--- src/rtl/core/directional_3x3_edge_filter_unit_assert.svh ---
// Assertion macros shared by the edge filter RTL.
// Both macros sample on i_clk and are disabled while i_rst_n is low.
`ifndef DIRECTIONAL_3X3_EDGE_FILTER_UNIT_ASSERT_SVH
`define DIRECTIONAL_3X3_EDGE_FILTER_UNIT_ASSERT_SVH

// Same-cycle implication.
`define D3EF_ASSERT_IMPLY(lbl, ante, cons, msg) \
    lbl: assert property (@(posedge i_clk) disable iff (!i_rst_n) (ante) |-> (cons)) \
        else $error(msg);

// Next-cycle implication.
`define D3EF_ASSERT_NEXT(lbl, ante, cons, msg) \
    lbl: assert property (@(posedge i_clk) disable iff (!i_rst_n) (ante) |=> (cons)) \
        else $error(msg);

`endif

--- src/rtl/core/d3ef_pkg.sv ---
package d3ef_pkg;

    // Port field widths.
    localparam int PIX_PORT_W     = 16;
    localparam int KERNEL_MODE_W  = 4;
    localparam int FRAME_WIDTH_W  = 11;
    localparam int FRAME_HEIGHT_W = 16;
    localparam int CFG_DATA_W     = 16;
    localparam int CFG_INDEX_W    = 2;

    // Smallest usable frame dimension.
    localparam int MIN_DIM = 3;

    // Clamp limit in 8-bit mode.
    localparam int NARROW_PIXEL_MAX = 255;

    // Result queue.
    localparam int FIFO_DEPTH = 4;
    localparam int FIFO_AW    = $clog2(FIFO_DEPTH);

    typedef logic [CFG_INDEX_W-1:0] t_cfg_index;

    localparam t_cfg_index CFG_KERNEL_MODE   = t_cfg_index'(0);
    localparam t_cfg_index CFG_NARROW_PIXELS = t_cfg_index'(1);
    localparam t_cfg_index CFG_FRAME_WIDTH   = t_cfg_index'(2);
    localparam t_cfg_index CFG_FRAME_HEIGHT  = t_cfg_index'(3);

    // Kernel coefficients, taps in raster order (top-left first).
    localparam int KERNEL_COUNT = 12;
    localparam int KERNEL_TAPS  = 9;

    typedef logic signed [2:0] t_coef;

    localparam t_coef N2 = -3'sd2;
    localparam t_coef N1 = -3'sd1;
    localparam t_coef Z0 = 3'sd0;
    localparam t_coef P1 = 3'sd1;
    localparam t_coef P2 = 3'sd2;

    localparam t_coef KERNELS [KERNEL_COUNT][KERNEL_TAPS] = '{
        '{N1, N2, N1, Z0, Z0, Z0, P1, P2, P1},
        '{N1, Z0, P1, N2, Z0, P2, N1, Z0, P1},
        '{Z0, P1, P2, N1, Z0, P1, N2, N1, Z0},
        '{N2, N1, Z0, N1, Z0, P1, Z0, P1, P2},
        '{Z0, Z0, Z0, N1, P1, Z0, Z0, Z0, Z0},
        '{Z0, N1, Z0, Z0, P1, Z0, Z0, Z0, Z0},
        '{Z0, Z0, Z0, Z0, P1, Z0, N1, Z0, Z0},
        '{N1, Z0, Z0, Z0, P1, Z0, Z0, Z0, Z0},
        '{N1, P1, P1, N1, N2, P1, N1, P1, P1},
        '{N1, N1, N1, P1, N2, P1, P1, P1, P1},
        '{P1, P1, P1, N1, N2, P1, N1, N1, P1},
        '{N1, N1, P1, N1, N2, P1, P1, P1, P1}
    };

    typedef struct packed {
        logic [KERNEL_MODE_W-1:0] kernel_mode;
        logic                     narrow;
    } t_filter_ctrl;

    typedef struct packed {
        logic                  last;
        logic [PIX_PORT_W-1:0] pixel;
    } t_result;

endpackage

--- src/rtl/core/d3ef_filter.sv ---
module d3ef_filter #(
    parameter int PIXEL_BITS = 16
) (
    input  logic [PIXEL_BITS-1:0]  i_window [9],
    input  d3ef_pkg::t_filter_ctrl i_ctrl,
    output logic [PIXEL_BITS-1:0]  o_pixel
);

    // Nine taps of weight up to two, plus the offset, stay well inside this.
    localparam int SW = PIXEL_BITS + 6;

    localparam logic signed [SW-1:0] WIDE_OFFSET = SW'(2 ** (PIXEL_BITS - 1));
    localparam logic signed [SW-1:0] WIDE_MAX    = SW'(2 ** PIXEL_BITS - 1);
    localparam logic signed [SW-1:0] NARROW_MAX  = SW'(d3ef_pkg::NARROW_PIXEL_MAX);

    d3ef_pkg::t_coef         coef [9];
    logic signed [SW-1:0]    pix_ext [9];
    logic signed [SW-1:0]    term [9];
    logic signed [SW-1:0]    row_sum [3];
    logic signed [SW-1:0]    total;
    logic signed [SW-1:0]    hi;
    logic signed [SW-1:0]    clamped;

    always_comb begin
        for (int k = 0; k < 9; k++) begin
            if (32'(i_ctrl.kernel_mode) < 32'(d3ef_pkg::KERNEL_COUNT)) begin
                coef[k] = d3ef_pkg::KERNELS[i_ctrl.kernel_mode][k];
            end else begin
                coef[k] = d3ef_pkg::Z0;
            end
            pix_ext[k] = SW'(i_window[k]);
            unique case (coef[k])
                d3ef_pkg::P1: term[k] = pix_ext[k];
                d3ef_pkg::N1: term[k] = -pix_ext[k];
                d3ef_pkg::P2: term[k] = pix_ext[k] <<< 1;
                d3ef_pkg::N2: term[k] = -(pix_ext[k] <<< 1);
                default:      term[k] = '0;
            endcase
        end

        for (int i = 0; i < 3; i++) begin
            row_sum[i] = term[3*i] + term[3*i+1] + term[3*i+2];
        end

        total = row_sum[0] + row_sum[1] + row_sum[2];
        if (i_ctrl.narrow) begin
            hi = NARROW_MAX;
        end else begin
            total = total + WIDE_OFFSET;
            hi    = WIDE_MAX;
        end

        priority if (total < 0) begin
            clamped = '0;
        end else if (total > hi) begin
            clamped = hi;
        end else begin
            clamped = total;
        end
    end

    assign o_pixel = clamped[PIXEL_BITS-1:0];

endmodule

--- config.mk ---
export PLATFORM = sky130hd
export DESIGN_NAME = d3ef_filter
export DESIGN_NICKNAME = d
export VERILOG_FILES = /design/src/rtl/core/directional_3x3_edge_filter_unit_assert.svh /design/src/rtl/core/d3ef_pkg.sv /design/src/rtl/core/d3ef_filter.sv
export SDC_FILE = /design/constraint.sdc
export NUM_CORES = 1
export LEC_CHECK = 0
export BUFFER_PORTS_ARGS = -buffer_cell sky130_fd_sc_hd__buf_2
export CORE_ASPECT_RATIO = 0.7
export CORE_MARGIN = 2
export CORE_UTILIZATION = 40
export DETAILED_ROUTE_END_ITERATION = 6
export PLACE_DENSITY = 0.61
export SYNTH_ARGS = -nofsm -noshare
export SYNTH_HDL_FRONTEND = slang
export SYNTH_SLANG_ARGS = --single-unit
export TNS_END_PERCENT = 50
--- constraint.sdc ---
create_clock -name vclk -period 14.6
set_clock_uncertainty 0.05 [all_clocks]
set_input_delay 2.19 -clock vclk [all_inputs]
set_output_delay 2.19 -clock vclk [all_outputs]
set_load 0.03 [all_outputs]
==> results of run 1 <==
==> cells in the final DEF (no fill, tap or decap), drive strengths merged, types with 49 or more instances in the layout <==
cell type | netlist | final
xnor2 | 83 | 83
o21ai | 78 | 78
nor2 | 149 | 149
nor3 | 49 | 49
xor2 | 61 | 61
nand2 | 133 | 133
inv | 219 | 219
a21oi | 68 | 68
ha | 56 | 56
fa | 136 | 136
buf | 8 | 179
==> stage by stage <==
stage | power [W] | instances
after floorplan | 0.00250 | 1496
after global placement | 0.00325 | 1964
after detailed placement | 0.00327 | 1964
after CTS | 0.00329 | 1964
after global routing | 0.00366 | 1964
final | 0.00330 | 1964
==> how the worst max path moves through the flow <==
stage	start	endpoint	slack, ns	cells after the start
4_1_cts	i_ctrl[2]	o_pixel[6]	1.0	32
3_3_place_gp	i_ctrl[3]	o_pixel[12]	1.27	35
5_1_grt	i_ctrl[2]	o_pixel[6]	0.22	32
6_report	i_ctrl[1]	o_pixel[9]	0.90	32
2_1_floorplan	i_ctrl[1]	o_pixel[10]	1.96	31
3_5_place_dp	i_ctrl[2]	o_pixel[6]	1.01	32
==> power breakdown <==
part / switching [W] / internal, W
sequential: 0 / 0
clock: 0 / 0
combinational: 0.00206 / 0.00124
==> final cells by class <==
class | count | area, um2
well taps | 364 | 455
repair buffers | 179 | 931
inverters | 220 | 826
multi-input cells | 1201 | 9690
fillers | 2781 | 14800
==> per-layer routing <==
layer / share of wire (%) / up-vias / track usage [%] / wire length, um
met5: 0.026 / - / 0 / 10
met4: 1.4 / 2 / 3.39 / 542
met3: 11 / 34 / 6.27 / 4400
met2: 40 / 567 / 38.4 / 15300
met1: 47 / 5456 / 41.2 / 18100
li1: - / 5324 / - / -
==> critical path: cells and delay by family <==
kind / cells / cell delay (ns)
adder cells (fa/ha/maj): 8 / 3.32
AND/OR/NAND/NOR: 9 / 2.75
AO/OA/AOI/OAI: 9 / 2.30
buffers and inverters: 5 / 0.67
XOR/XNOR: 1 / 0.23
==> kinds of logic (layout without fill, tap and decap cells) <==
| logic type | count (synthesis) | count (layout) | share of synthesized area, % |
|---|---|---|---|
| xor+xnor | 146 | 146 | 12.2 |
| mux | 4 | 4 | 0.394 |
| simple gates | 484 | 484 | 21.6 |
| compound gates | 375 | 375 | 23.8 |
| buf+inv | 295 | 399 | 10.4 |
| fa+ha+maj | 192 | 192 | 31.7 |
==> impl_metrics.yaml, run 1 <==
critical_path:
  cpMostUsedCell: "fa_1"
  worst_ep_required_time_ns: 12.36
  startpoint_type: "input port"
  cp_max_fo: 15
  crit_path_max_incr_delay_ns: 0.79
  crit_path_end_kind: "output pin"
  worstPathArrival_ns: 11.46
  critPathKind: "input port to output pin"
  crit_slowest_cell: "nor2_1"
placement:
  dpl_cell_area_mm2: 0.0119
  dp_hpwl_mm: 32.9
  place_ws_ns: 1.01
  port_buffers: 165
  gp_congestion: 0.962
grt:
  grt_use_total_pct: 26.7
  grt_pass1_vias: 10600
  grt_pass1_wl_mm: 59.7
  overflow: 0
  antenna_found_initial: 1
  grt_max_degree: 30
worst_hold_path:
  min_to: "o_pixel[15]"
  hp-start: "i_ctrl[0]"
  hp-class: "input port to output pin"
  hold_depth: 3
die:
  die-area_mm2: 0.0284
  die_h_um: 142
  die_w_um: 200
  start_util_pct: 40.6
  row_count: 50
  ios: 165
  core_area_mm2: 0.0267
cells_and_area:
  fin_util_pct: 44.6
  nets: 1943
  antennaDiodeCount: 0
  syn2layout_area_growth_pct: 10.1
  seqCellArea_um2: 0
  flops_and_latches: 0
  fin_area_mm2: 0.0119
  drive_above_1_share_pct: 13.0
  clock_buffers: 0
synthesis:
  netlist_area_mm2: 0.0108
  ys_seq_area_share_pct: 0
  synth.avg_cell_area_um2: 7.22
  synth.distinct_cells: 77
  synthTopCellsByCount: "inv_1 (219), nor2_1 (148), fa_1 (136), nand2_1 (133), xnor2_1 (82)"
  syn_inst: 1496
  synth_nets: 1837
  yosysTopAreaCell: "fa_1"
  synthTopCellsByArea: "fa_1 (25%), inv_1 (7.6%), xnor2_1 (6.6%)"
  synthMostInstantiatedCell: "inv_1"
  yosys_warnings: 0
  yosysTopAreaCellShare_pct: 25.2
sta:
  relSlewSlack_pct: 39.8
  fin_ws_ns: 0.902
  min_period_over_period_pct: 93.8
  setup_viol: 0
  holdWs_ns: 4.82
  fmaxAchievable_mhz: 73.0
  layout_min_cycle_time_ns: 13.70
  hold_violations: 0
  rsz0062_at_grt: "false"
  worst_pin_slew_ns: 0.902
  tns_ns: 0
  final_max_slew_viol_count: 0
routing:
  dr.pass1.iters: 6
  ant_nets: 0
  wl_per_cell_um: 19.5
  via_count: 11400
  via_per_inst: 5.80
  drtIter0Drc: 1255
  drc_errors: 0
  drt_wl_total_mm: 38.3
flow_run:
  cap_violations: 0
clock_network:
  ctsResizeCount: 0
  cts_hold_buf: 0
  post_cts_buffers: 0
outcome:
  status: "finished, final reports clean"
power_and_ir_drop:
  p_leak_nw: 5.28
  power.density_mw_per_mm2: 277
  ir_drop_uv: 261
Power figures use the tool's default switching activity.
==> run 2, diff against run 1 <==
--- a/config.mk
+++ b/config.mk
@@ -5,6 +5,7 @@
 export SDC_FILE = /design/constraint.sdc
 export NUM_CORES = 1
 export LEC_CHECK = 0
+export ABC_AREA = 1
 export BUFFER_PORTS_ARGS = -buffer_cell sky130_fd_sc_hd__buf_2
 export CORE_ASPECT_RATIO = 0.7
 export CORE_MARGIN = 2
==> constraint.sdc (replaced) <==
create_clock -name vclk -period 17
set_clock_uncertainty 0.05 [all_clocks]
set_input_delay 2.55 -clock vclk [all_inputs]
set_output_delay 2.55 -clock vclk [all_outputs]
set_load 0.03 [all_outputs]
==> impl_metrics.yaml, run 2 <==
sta:
  rsz0062_at_grt: "false"
  relSlewSlack_pct: 43.2
  holdWs_ns: 5.73
  worst_pin_slew_ns: 0.841
  setup_viol: 0
  layout_min_cycle_time_ns: 13.43
  tns_ns: 0
  fmaxAchievable_mhz: 74.5
  final_max_slew_viol_count: 0
  hold_violations: 0
  min_period_over_period_pct: 79.0
synthesis:
  synth.distinct_cells: 43
  synth_nets: 2066
  synthTopCellsByArea: "fa_1 (26%), inv_1 (14%), nand2_1 (14%)"
  yosysTopAreaCellShare_pct: 25.6
  synth.avg_cell_area_um2: 6.16
  yosysTopAreaCell: "fa_1"
  yosys_warnings: 0
  synthMostInstantiatedCell: "inv_1"
  netlist_area_mm2: 0.0106
  syn_inst: 1725
  ys_seq_area_share_pct: 0
  synthTopCellsByCount: "inv_1 (388), nand2_1 (387), nor2_1 (205), fa_1 (136), nand3_1 (90)"
outcome:
  status: "finished, final reports clean"
placement:
  dp_hpwl_mm: 33.8
  dp.cells: 2224
  port_buffers: 165
  dpl_cell_area_mm2: 0.0118
  gp_congestion: 0.973
power_and_ir_drop:
  power_frac_comb_pct: 100.0
  switching_share_pct: 65.7
  pwr-share-seq_pct: 0
  p_switching_w: 0.00180
  p_leak_nw: 6.16
  ir_drop_uv: 213
  clkPwrFrac_pct: 0
  power.density_mw_per_mm2: 232
  power.internal_w: 0.000939
die:
  core_area_mm2: 0.0259
  start_util_pct: 41.0
  row_count: 49
  die_w_um: 199
  die_h_um: 140
  die-area_mm2: 0.0279
  ios: 165
grt:
  antenna_found_initial: 0
  overflow: 0
  grt_max_degree: 18
  grt_pass1_vias: 11100
  grt_pass1_wl_mm: 60.2
  grt_use_total_pct: 27.4
critical_path:
  worstPathArrival_ns: 10.83
  crit_path_end_kind: "output pin"
  critPathLaunch: "i_ctrl[2]"
  crit_path_max_incr_delay_ns: 0.55
  cp_top_family: "adder cells"
  startpoint_type: "input port"
  cp_max_fo: 17
  critPathKind: "input port to output pin"
  crit_slowest_cell: "fa_1"
  cpMostUsedCell: "nand2_1"
  worst_ep_required_time_ns: 14.40
  path_buf_inv: 10
cells_and_area:
  final_common_cell: "inv_1"
  final_cells: 2224
  fin_area_mm2: 0.0118
  flops_and_latches: 0
  drive_above_1_share_pct: 10.7
  seqCellArea_um2: 0
  clock_buffers: 0
  multi_input_area_mm2: 0.00902
  nets: 2210
  antennaDiodeCount: 0
  nFillCells: 2856
  final_cell_mix: "inv_1 (388), nand2_1 (387), nor2_1 (205)"
  syn2layout_area_growth_pct: 11.1
  fin_util_pct: 45.6
worst_hold_path:
  hp-start: "i_ctrl[0]"
  min_to: "o_pixel[15]"
  hold_depth: 7
  hp-class: "input port to output pin"
routing:
  drc_errors: 0
  ant_nets: 0
  drtIter0Drc: 866
  wl_per_cell_um: 17.0
  dr.pass1.iters: 5
  via_per_inst: 5.21
  via_count: 11600
  drt_wl_total_mm: 37.7
clock_network:
  ctsResizeCount: 0
  cts_hold_buf: 0
  post_cts_buffers: 0
flow_run:
  cap_violations: 0
## run 2: cell types whose count changed after synthesis, moves of 54 or more
| cell | delta |
|---|---|
| nor2_1 | +57 |
| nand3_1 | +77 |
| o22ai_1 | +54 |
| xnor2_1 | -61 |
| inv_1 | +169 |
| nand2_1 | +254 |
## run 2: stage by stage
stage | power (W) | worst slack [ns]
floorplan | 0.00206 | 5.04
global placement | 0.00271 | 3.97
detailed placement | 0.00273 | 3.63
CTS | 0.00274 | 3.62
global route | 0.00312 | 2.67
finish | 0.00274 | 3.57
## run 2: logic make-up after synthesis
group / after synthesis / share of synthesized area [%]
xor gates and xnor gates: 87 / 7.17
buffers and inverters: 424 / 15.0
and+or+nand+nor: 754 / 29.3
adders and majority gates: 192 / 32.2
AOI/OAI and AO/OA: 268 / 16.3
## run 2: per-layer routing
layer	vias to the layer above	wire [um]	global-route usage, %
li1	5754	-	-
met1	5371	18700	41.8
met2	435	15200	40.7
met3	20	3400	5.73
met4	0	480	2.79
met5	-	0	0
## run 2: how the worst max path moves through the flow
stage,to,slack [ns],cells past startpoint
2_1_floorplan,o_pixel[10],5.04,41
3_3_place_gp,o_pixel[15],3.97,43
3_5_place_dp,o_pixel[12],3.63,43
4_1_cts,o_pixel[12],3.62,43
5_1_grt,o_pixel[11],2.67,43
6_report,o_pixel[12],3.57,43
## run 2: power groups by stage
stage	clock [W]	sequential (W)	combinational (W)
3_5_place_dp	0	0	0.00273
4_1_cts	0	0	0.00274
3_3_place_gp	0	0	0.00271
2_1_floorplan	0	0	0.00206
5_1_grt	0	0	0.00312
6_report	0	0	0.00274
## run 2: cell type report
type / instances / share of cell area, %
tap: 357 / 3.78
inverter: 400 / 12.7
multi-input combinational: 1301 / 76.4
timing repair buffer: 166 / 7.06
## run 2: worst min-delay path, cell delays in order
cell and delay [ns]:
buf_2 0.18, nand2_1 0.09, nand2_1 0.05, inv_1 0.04, nor2_1 0.03, nor2_1 0.08
buf_2 0.19
